==> config.mk <==
export PLATFORM = sky130hd
export DESIGN_NAME = ght_seq
export DESIGN_NICKNAME = d
export VERILOG_FILES = /design/src/rtl/core/ght_pkg.sv /design/src/rtl/core/ght_seq.sv
export SDC_FILE = /design/constraint.sdc
export NUM_CORES = 1
export LEC_CHECK = 0
export BUFFER_PORTS_ARGS = -buffer_cell sky130_fd_sc_hd__buf_4
export CORE_MARGIN = 2
export CORE_UTILIZATION = 45
export CTS_CLUSTER_DIAMETER = 80
export DETAILED_ROUTE_END_ITERATION = 16
export MAX_ROUTING_LAYER = met4
export PLACE_DENSITY = 0.73
export SLEW_MARGIN = 20
export SYNTH_ARGS = -nofsm -noshare
export SYNTH_HDL_FRONTEND = slang
export SYNTH_SLANG_ARGS = --single-unit
==> constraint.sdc <==
create_clock -name i_clk -period 5.35 [get_ports i_clk]
set_clock_uncertainty 0.15 [all_clocks]
set_input_delay 0.2675 -clock i_clk [delete_from_list [all_inputs] [get_ports i_clk]]
set_output_delay 0.2675 -clock i_clk [all_outputs]
set_load 0.01 [all_outputs]
==> src/rtl/core/ght_pkg.sv <==
// Package for the generational handle table: widths, beat payloads, codes,
// and the microcode program of the control sequencer. Depends on nothing.
package ght_pkg;

    localparam int unsigned CAPACITY = 256;
    localparam int unsigned IDX_W    = $clog2(CAPACITY);
    localparam int unsigned CNT_W    = IDX_W + 1;
    localparam int unsigned GEN_W    = 16;
    localparam int unsigned VAL_W    = 32;
    localparam int unsigned STEP_W   = 4;

    localparam logic [1:0] OP_INSERT = 2'd0;
    localparam logic [1:0] OP_LOOKUP = 2'd1;
    localparam logic [1:0] OP_ERASE  = 2'd2;
    localparam logic [1:0] OP_CLEAR  = 2'd3;

    localparam logic [1:0] ST_OK      = 2'd0;
    localparam logic [1:0] ST_INVALID = 2'd1;
    localparam logic [1:0] ST_FULL    = 2'd2;

    typedef struct packed {
        logic [1:0]       operation;
        logic [IDX_W-1:0] key_index;
        logic [GEN_W-1:0] key_gen;
        logic [VAL_W-1:0] value;
    } t_req;

    typedef struct packed {
        logic [1:0]       status;
        logic [IDX_W-1:0] out_index;
        logic [GEN_W-1:0] out_gen;
        logic [VAL_W-1:0] out_value;
        logic [CNT_W-1:0] live_count;
    } t_rsp;

    typedef logic [STEP_W-1:0] t_step;

    typedef enum logic [3:0] {
        A_IDLE,
        A_INS_CHECK,
        A_NOP,
        A_INS_REUSE,
        A_INS_FRESH,
        A_KEY_READ,
        A_KEY_CHECK,
        A_LK_READ,
        A_LK_TAKE,
        A_ER_READ_LAST,
        A_ER_MOVE,
        A_ER_FREE,
        A_CLEAR,
        A_RESPOND
    } t_act;

    typedef enum logic [2:0] {
        C_NEXT,
        C_JUMP,
        C_FAIL,
        C_FRESH,
        C_OPCODE
    } t_cond;

    typedef enum logic [1:0] {
        H_NONE,
        H_INPUT,
        H_OUTPUT
    } t_hold;

    typedef struct packed {
        t_act  act;
        t_cond cond;
        t_hold hold;
        t_step target;
    } t_uword;

    // Conditions the datapath reports back to the sequencer.
    typedef struct packed {
        logic [1:0] op;
        logic       accept;
        logic       out_busy;
        logic       fail;
        logic       fresh;
    } t_seq_in;

    localparam t_step S_IDLE        = 4'd0;
    localparam t_step S_INSERT      = 4'd1;
    localparam t_step S_INS_REUSE   = 4'd3;
    localparam t_step S_INS_FRESH   = 4'd4;
    localparam t_step S_LOOKUP      = 4'd5;
    localparam t_step S_ERASE       = 4'd9;
    localparam t_step S_CLEAR       = 4'd14;
    localparam t_step S_RESPOND     = 4'd15;

    // Entry point of each operation's routine.
    function automatic t_step op_vector(input logic [1:0] op);
        t_step s;
        unique case (op)
            OP_INSERT: s = S_INSERT;
            OP_LOOKUP: s = S_LOOKUP;
            OP_ERASE:  s = S_ERASE;
            OP_CLEAR:  s = S_CLEAR;
            default:   s = S_IDLE;
        endcase
        return s;
    endfunction

    // The control store: one word per step.
    function automatic t_uword ucode(input t_step step);
        t_uword w;
        unique case (step)
            4'd0:    w = '{act: A_IDLE,         cond: C_OPCODE, hold: H_INPUT,  target: S_IDLE};
            4'd1:    w = '{act: A_INS_CHECK,    cond: C_FAIL,   hold: H_NONE,   target: S_RESPOND};
            4'd2:    w = '{act: A_NOP,          cond: C_FRESH,  hold: H_NONE,   target: S_INS_FRESH};
            4'd3:    w = '{act: A_INS_REUSE,    cond: C_JUMP,   hold: H_NONE,   target: S_RESPOND};
            4'd4:    w = '{act: A_INS_FRESH,    cond: C_JUMP,   hold: H_NONE,   target: S_RESPOND};
            4'd5:    w = '{act: A_KEY_READ,     cond: C_NEXT,   hold: H_NONE,   target: S_IDLE};
            4'd6:    w = '{act: A_KEY_CHECK,    cond: C_FAIL,   hold: H_NONE,   target: S_RESPOND};
            4'd7:    w = '{act: A_LK_READ,      cond: C_NEXT,   hold: H_NONE,   target: S_IDLE};
            4'd8:    w = '{act: A_LK_TAKE,      cond: C_JUMP,   hold: H_NONE,   target: S_RESPOND};
            4'd9:    w = '{act: A_KEY_READ,     cond: C_NEXT,   hold: H_NONE,   target: S_IDLE};
            4'd10:   w = '{act: A_KEY_CHECK,    cond: C_FAIL,   hold: H_NONE,   target: S_RESPOND};
            4'd11:   w = '{act: A_ER_READ_LAST, cond: C_NEXT,   hold: H_NONE,   target: S_IDLE};
            4'd12:   w = '{act: A_ER_MOVE,      cond: C_NEXT,   hold: H_NONE,   target: S_IDLE};
            4'd13:   w = '{act: A_ER_FREE,      cond: C_JUMP,   hold: H_NONE,   target: S_RESPOND};
            4'd14:   w = '{act: A_CLEAR,        cond: C_NEXT,   hold: H_NONE,   target: S_IDLE};
            4'd15:   w = '{act: A_RESPOND,      cond: C_JUMP,   hold: H_OUTPUT, target: S_IDLE};
            default: w = '{act: A_NOP,          cond: C_JUMP,   hold: H_NONE,   target: S_IDLE};
        endcase
        return w;
    endfunction

endpackage

==> src/rtl/core/ght_seq.sv <==
// Microcode sequencer of the handle table: step counter, control store and
// branch logic. Depends on ght_pkg for the control word and the program.
module ght_seq (
    input  logic             i_clk,
    input  logic             i_rst_n,
    input  ght_pkg::t_seq_in i_cond,
    output ght_pkg::t_uword  o_word
);
    import ght_pkg::*;

    t_step  r_step;
    t_step  n_step;
    t_uword s_word;
    logic   s_stall;

    assign s_word = ucode(r_step);
    assign o_word = s_word;

    always_comb begin
        s_stall = ((s_word.hold == H_INPUT) && !i_cond.accept) ||
                  ((s_word.hold == H_OUTPUT) && i_cond.out_busy);
        n_step  = t_step'(r_step + 1'b1);
        unique case (s_word.cond)
            C_NEXT:   n_step = t_step'(r_step + 1'b1);
            C_JUMP:   n_step = s_word.target;
            C_FAIL:   if (i_cond.fail) n_step = s_word.target;
            C_FRESH:  if (i_cond.fresh) n_step = s_word.target;
            C_OPCODE: n_step = op_vector(i_cond.op);
            default:  n_step = S_IDLE;
        endcase
        if (s_stall) begin
            n_step = r_step;
        end
    end

    always_ff @(posedge i_clk) begin
        if (!i_rst_n) begin
            r_step <= S_IDLE;
        end else begin
            r_step <= n_step;
        end
    end

endmodule

; Yosys cells after proc, flatten, opt, wreduce, memory -nomap -nowiden
; Memory sizes are Yosys's and may differ from the RTL's. A register that Yosys moved wholly into a read port is not among the register bits.
; Cells that the tools add are included.
[op_classes]
n_addsub = 1
eq_ne = 9
n_reduce_logical = 6
n_mux = 6
[ops]
columns = op, n
row1 = 4-bit one-hot mux with 5 select lines, 1
row2 = 4-bit 2-to-1 mux, 4
row3 = 4-bit one-hot mux with 4 select lines, 1
row4 = 2-bit == test (second input constant), 3
row5 = 3-bit by 2-bit == test with 1-bit output (second input constant), 2
row6 = 4-bit by 1-bit adder with 4-bit output (second input constant), 1
row7 = 2-bit by 1-bit == test with 1-bit output (second input constant), 2
row8 = 3-bit by 1-bit == test with 1-bit output (second input constant), 1
row9 = 3-bit == test (second input constant), 1
row10 = 3-bit zero test, 1
row11 = 1-bit logical AND, 2
row12 = 2-bit zero test, 1
row13 = 1-bit zero test, 1
row14 = 1-bit logical OR, 1
[totals]
memories = 1
output_inout_bits = 13
rom_bits = 208
reg_bits = 4
elab_cells = 24
[memory_table]
columns = name, depth, width, rd, rd_clocked_by_memory_dff, wr, line
row1 = (name not given), 16, 13, 1, 1, 0, ght_pkg.sv:110  ; unique case (step)

; Depth between registers and ports, before layout
; Gate-level depths: netlist of run 1.
[logic_depth]
word_depth = 5
ltp_mapped = 11
mapped_depth_nobuf = 11

; Worst setup path before layout of run 1
; Ideal clock, no wire load.
[synth_timing]
path_kind = register to register
startpoint = register o_word[7] (netlist name)
endpoint = register o_word[6] (netlist name)
stages_incl_launch_ff = 10
n_path_buf = 1
period_less_slack_ns = 2.476
setup_slack_ns = 2.874
t_arrival_ns = 2.207
path_cell_list = dfxtp_1 -> buf_6 -> o31ai_4 -> nand2_1 -> o211ai_1 -> and2_1 -> inv_1 -> ha_1 -> mux2_2 -> o221a_1
[synth_between]
elab_chain_len = 4
elab_cells_between_ends = 8
[synth_lines]
columns = element, line
row1 = "3-bit == test, or another cell as far along", ght_seq.sv:23  ; unique case (s_word.cond)
row2 = 4-bit one-hot mux with 5 select lines (*), ght_seq.sv:23
row3 = 4-bit 2-to-1 mux (no source line) (*) (2 in series), --
; Every way passes the cells marked *; elsewhere a longest branch is shown, timed or not.
; A chain may end at the register's enable or synchronous reset.

; Final worst setup path of run 1
[layout_timing]
startpoint = register o_word[8] (netlist name)
endpoint = register o_word[6] (netlist name)
[layout_between]
elab_chain_len = 4
elab_cells_between_ends = 8
[layout_lines]
columns = element, line
row1 = "3-bit == test, or another cell as far along", ght_seq.sv:23
row2 = 4-bit one-hot mux with 5 select lines (*), ght_seq.sv:23
row3 = 4-bit 2-to-1 mux (no source line) (*) (2 in series), --
; Marked as above.

==> impl_metrics.py, run 1 <==
metrics = {
    "drt": {
        "drcViolationCount": 0,
        "drt_pre_antenna_iters": 4,
        "wl_mm": 2.31,
        "met2_wirelength_mm": 1.14,
        "routed.top_layer": "met4",
        "vias_per_cell": 5.72,
        "antenna_left": 0,
        "wl_met3_um": 120,
        "first_iter_violations": 15,
        "wire_per_inst_um": 15.1,
        "route.vias.total": 875,
        "met1Wirelength_mm": 1.01,
    },
    "worst_hold_path": {
        "hold_class": "in -> reg",
        "hp-start": "i_rst_n",
        "min_to": "r_step[0]$_SDFFE_PN0N_",
        "whs_path_depth": 2,
    },
    "synth": {
        "syn_area_per_cell_um2": 8.99,
        "synth_edf_count": 0,
        "yosys.area.top_type_share": 0.286,
        "synth.distinct_cells": 45,
        "synth_top_flop_cell": "dfxtp_1",
        "synthArstFlopShare": 0,
        "ys_ff_latch": 14,
        "netlist_instances": 109,
        "yosysWarnings": 0,
        "synthTopCellsByArea": "dfxtp_1, ha_1, nand2_1",
        "synth_nets": 122,
        "netlist_area_um2": 980,
        "ys_seq_area_frac": 0.286,
        "synth_top_area_cell": "dfxtp_1",
    },
    "clock_tree": {
        "clkLatencyLatePin_ns": 0.28,
        "cts_resized": 0,
        "cts_tree": "yes",
        "htreeDepth": 1,
        "clock-root-buffer": "clkbuf_4",
        "clk_pin_slew_worst_paths_ns": 0.07,
        "numClockSinks": 14,
        "cts_made_buffers": 3,
        "cts_buffer_depth": 2,
        "cts_setup_buffers": 0,
        "postCtsHoldBufs": 0,
    },
    "worst_setup_path": {
        "r2r-end": "o_word[6]$_DFF_P_",
        "critPathMaxFanout": 16,
        "arrival_ns": 3.08,
        "crit_type": "reg -> reg",
        "required_ns": 5.37,
        "r2r_setup_slack_ns": 2.29,
        "r2r_start": "o_word[8]$_SDFF_PP0_",
        "start_kind": "flop",
        "critPathCaptureType": "flop",
        "ff2ff_path_depth": 9,
    },
    "layout": {
        "antenna_cells": 0,
        "final_nets": 141,
        "area_growth_syn_to_layout_pct": 15.7,
        "drive_above_1_share": 0.254,
        "fin_area_mm2": 0.00113,
    },
    "sta": {
        "min_period_ns": 3.06,
        "hold-worst-slack_ns": 0.111,
        "fin_crit_sh": 0.572,
        "slew_headroom": 0.642,
        "worst_pin_slew_ns": 0.534,
        "fmax_mhz": 327,
        "tns_ns": 0,
        "finalWorstSetupSlack_ns": 2.29,
        "drv_slew": 0,
        "rsz0062_at_grt": "no",
        "setup_viol": 0,
        "report.final.hold_viol_count": 0,
    },
    "outcome": {
        "status": "completed",
    },
    "global_route": {
        "grtUsageTotal": 0.193,
        "grt_start_max_net_pins": 17,
        "grt_pass1_wl_mm": 3.66,
        "overflow": 0,
        "antenna_found_initial": 0,
        "grt_pass1_vias": 787,
    },
    "placement": {
        "dpl_cell_area_mm2": 0.00111,
        "io_buffers": 20,
        "place_worst_setup_slack_ns": 2.39,
        "gp_congestion": 0.886,
        "place.detailed.hpwl_mm": 1.77,
    },
    "job": {
        "cap_violations": 0,
    },
    "floorplanning": {
        "rows": 16,
        "die_w_um": 50.7,
        "initial_core_util": 0.489,
        "io_pins": 21,
        "core_mm2": 0.00200,
        "die_h_um": 50.7,
        "die_area_mm2": 0.00257,
    },
    "power_and_ir_drop": {
        "power_density_mw_per_mm2": 569,
        "finalPower_mw": 0.645,
        "ir_worst_vdd_v": 0.000394,
        "leakage_nw": 0.487,
    },
}
## cells in the final DEF, fill, tap and decap left out, types with 3 or more instances in the layout
cell type  Yosys  final
xnor2_1        3      3
dfxtp_1       14     14
a21oi_1        6      6
buf_4          4     20
nor2_1         8      8
and2_1         4      4
a211oi_1       4      4
nand3b_1       3      3
inv_1          4      4
ha_1           5      5
a21o_1         4      4
nand2_1       10     10
clkbuf_4       0      3
## report_power, final
| part | leakage (nW) | internal [mW] | switching [mW] | total, mW |
|---|---|---|---|---|
| sequential | 0.115 | 0.142 | 0.0592 | 0.202 |
| clock | 0.0138 | 0.0261 | 0.0311 | 0.0572 |
| combinational | 0.358 | 0.189 | 0.197 | 0.387 |
## how the worst max path moves through the flow
| stage | startpoint | to | slack, ns | depth (start not counted) |
|---|---|---|---|---|
| after floorplan | o_word[7]$_DFF_P_ | o_word[6]$_DFF_P_ | 2.87 | 9 |
| after global placement | o_word[8]$_SDFF_PP0_ | o_word[6]$_DFF_P_ | 2.43 | 9 |
| after detailed placement | o_word[8]$_SDFF_PP0_ | o_word[6]$_DFF_P_ | 2.39 | 9 |
| after CTS | o_word[8]$_SDFF_PP0_ | o_word[6]$_DFF_P_ | 2.35 | 9 |
| after global routing | o_word[8]$_SDFF_PP0_ | o_word[6]$_DFF_P_ | 2.16 | 9 |
| final | o_word[8]$_SDFF_PP0_ | o_word[6]$_DFF_P_ | 2.29 | 9 |
## metrics by stage
| step | utilization | instances |
|---|---|---|
| final | 0.566 | 153 |
| after global routing | 0.566 | 153 |
| after CTS | 0.566 | 153 |
| after detailed placement | 0.555 | 150 |
| after global placement | 0.555 | 150 |
| after floorplan | - | 109 |
## layout make-up
cell class              count  area (µm²)
fillers                   200         868
multi-input cells          85         632
flip-flops and latches     14         280
repair buffers             20         150
well taps                  27        33.8
clock buffers               3        22.5
inverters                   4        15.0
## cell families after synthesis
kind of cell | synth area share
flip-flops | 0.286
AND/OR/NAND/NOR | 0.212
adder cells (fa/ha/maj) | 0.0639
buffers and inverters | 0.0690
AO/OA/AOI/OAI | 0.312
multiplexers | 0.0217
XOR/XNOR | 0.0358
## synthesized netlist by cell type, types with 2 or more instances
cell type,instances
a211oi_1,4
a21o_1,4
a21oi_1,6
and2_1,4
buf_4,4
buf_6,2
dfxtp_1,14
ha_1,5
inv_1,4
nand2_1,10
nand3_1,2
nand3b_1,3
nand4b_1,2
nor2_1,8
nor3_1,2
o211a_1,2
o21ai_1,2
o31a_1,2
xnor2_1,3
## state kept, by name, indices dropped and copies added, names as in the netlist
register	count
o_word	10
r_step	4
## worst max-delay path, cell delays in order (launching register included)
cell and delay (ns):
dfxtp_1 0.66, nor3b_2 0.33, nand2_1 0.10, o31a_1 0.11, o211ai_1 0.45, and2_1 0.28
inv_1 0.11, ha_1 0.25, mux2_2 0.27, o221a_1 0.24
## routing by layer
layer	up-vias	global-route usage
li1	439	-
met1	402	0.235
met2	30	0.325
met3	4	0.0327
met4	0	0.0631
met5	-	-
No activity file was read; power rests on OpenSTA's default activity.
==> run 2, diff against run 1 <==
==> constraint.sdc (replaced) <==
create_clock -name i_clk -period 2.9 [get_ports i_clk]
set_clock_uncertainty 0.15 [all_clocks]
set_input_delay 0.145 -clock i_clk [delete_from_list [all_inputs] [get_ports i_clk]]
set_output_delay 0.145 -clock i_clk [all_outputs]
set_load 0.01 [all_outputs]
==> impl_metrics.py, run 2 (synthesized netlist as in run 1, its figures left out) <==
metrics = {
    "outcome": {
        "status": "completed",
    },
    "clock_tree": {
        "cts_buffer_depth": 2,
        "htreeDepth": 1,
        "cts_made_buffers": 3,
        "clk_pin_slew_worst_paths_ns": 0.08,
        "numClockSinks": 14,
        "clock-root-buffer": "clkbuf_4",
        "cts_setup_buffers": 0,
        "cts_tree": "yes",
        "clkLatencyLatePin_ns": 0.29,
    },
    "layout": {
        "seq_area_um2": 280,
        "antenna_cells": 0,
        "drive_above_1_share": 0.290,
        "final_common_cell": "buf_4",
        "fill_cells": 184,
        "area_growth_syn_to_layout_pct": 21.6,
        "final_nets": 145,
        "largest_reg_flops": 10,
        "layout_common_cells": "buf_4, dfxtp_1, nand2_1",
        "multi_input_area_um2": 643,
    },
    "floorplanning": {
        "die_area_mm2": 0.00257,
        "core_mm2": 0.00200,
        "rows": 16,
        "die_w_um": 50.7,
        "io_pins": 21,
        "initial_core_util": 0.489,
        "die_h_um": 50.7,
    },
    "worst_setup_path": {
        "cp_top_family": "compound AO/OA/AOI/OAI gates",
        "crit_chain": "ha_1 > a21bo_2 > a211oi_1 > o311ai_2 > a21oi_2 > inv_1 > ha_1 > mux2_2 > o221a_1",
        "start_kind": "flop",
        "arrival_ns": 2.72,
        "required_ns": 2.94,
        "crit_type": "reg -> reg",
        "slowest_stage": "dfxtp_1",
        "critPathMaxFanout": 5,
        "path_buf_inv": 1,
        "critPathCaptureType": "flop",
        "slowest_delay_ns": 0.36,
        "cp_common_cell": "ha_1",
    },
    "placement": {
        "gp_congestion": 0.906,
        "place_worst_setup_slack_ns": 0.233,
        "place.detailed.hpwl_mm": 1.80,
        "io_buffers": 20,
    },
    "drt": {
        "wire_per_inst_um": 14.9,
        "drt_pre_antenna_iters": 4,
        "first_iter_violations": 17,
        "route.vias.total": 936,
        "wl_mm": 2.36,
        "antenna_left": 0,
        "vias_per_cell": 5.92,
        "drcViolationCount": 0,
    },
    "worst_hold_path": {
        "hold_class": "in -> reg",
    },
    "sta": {
        "fin_crit_sh": 0.922,
        "fmax_mhz": 374,
        "min_period_ns": 2.68,
        "finalWorstSetupSlack_ns": 0.225,
        "slew_headroom": 0.719,
        "setup_viol": 0,
        "tns_ns": 0,
        "rsz0062_at_grt": "no",
        "drv_slew": 0,
        "report.final.hold_viol_count": 0,
        "worst_pin_slew_ns": 0.421,
    },
    "global_route": {
        "grt_pass1_wl_mm": 3.86,
        "overflow": 0,
        "grtUsageTotal": 0.208,
        "grt_pass1_vias": 903,
        "grt_start_max_net_pins": 12,
        "antenna_found_initial": 0,
    },
    "power_and_ir_drop": {
        "swShare": 0.431,
        "combinationalPowerShare": 0.613,
        "pwr-share-clk": 0.114,
        "p_seq_frac": 0.273,
        "p_int_mw": 0.722,
        "p_sw_mw": 0.546,
        "ir_worst_vdd_v": 0.000591,
        "power_density_mw_per_mm2": 1070,
        "leakage_nw": 0.514,
    },
    "job": {
        "cap_violations": 0,
    },
}
run 2: changes by cell type in the layout (fill, tap and decap cells not counted):
cell	delta
o311ai_1	-1
o311ai_2	+1
a21oi_2	+1
dlygate4sd3_1	+1
buf_4	+3
a21oi_1	-1
clkbuf_8	+1
run 2: through the flow:
step	power [mW]	cells	utilization	hold slack (ns)	area, µm²
final	1.27	158	0.595	0.290	1190
after global routing	1.37	158	0.595	0.333	1190
after CTS	1.25	158	0.589	0.278	1180
after detailed placement	1.11	153	0.566	0.272	1130
after global placement	1.10	153	0.566	0.272	1130
after floorplan	0.896	109	-	0.117	980
run 2: routing by layer:
layer / GRT usage / share of wire
met1: 0.220 / 0.42
met2: 0.349 / 0.51
met3: 0.0387 / 0.037
met4: 0.144 / 0.031
met5: - / 0
run 2: final timing paths:
path | startpoint | to | slack, ns | cells after the start
worst max-delay path | r_step[0]$_SDFFE_PN0N_ | o_word[6]$_DFF_P_ | 0.22 | 9
worst min-delay path | i_cond[2] | r_step[1]$_SDFFE_PN0N_ | 0.29 | 5
worst max register to register | r_step[0]$_SDFFE_PN0N_ | o_word[6]$_DFF_P_ | 0.22 | 9
worst min register to register | r_step[1]$_SDFFE_PN0N_ | r_step[1]$_SDFFE_PN0N_ | 0.46 | 2
run 2: power by group through the flow:
stage                     Sequential (mW)  Clock, mW  Combinational [mW]
after global routing                0.361      0.153               0.855
after CTS                           0.345      0.144               0.764
final                               0.347      0.145               0.777
after global placement              0.348          0               0.752
after detailed placement            0.349          0               0.759
after floorplan                     0.338          0               0.558
run 2: what timing repair did:
| item | 4_1_cts | 5_1_grt |
|---|---|---|
| endpoints found under the setup margin | 0 | 2 |
| hold buffers | 1 | 0 |
| endpoints found under the hold margin | 3 | 0 |
| gates resized for setup | 0 | 2 |
run 2: final cells by class:
class,count,share of cell area
multi-input combinational,85,0.540
sequential,14,0.235
timing repair buffer,24,0.153
clock buffer,4,0.0305
tap,27,0.0284
inverter,4,0.0126
run 2: worst reg2reg max path, cell delays in order, from the launching register on:
cell and delay, ns:
dfxtp_1 0.36, ha_1 0.31, a21bo_2 0.22, a211oi_1 0.30, o311ai_2 0.18, a21oi_2 0.23
inv_1 0.11, ha_1 0.22, mux2_2 0.27, o221a_1 0.23
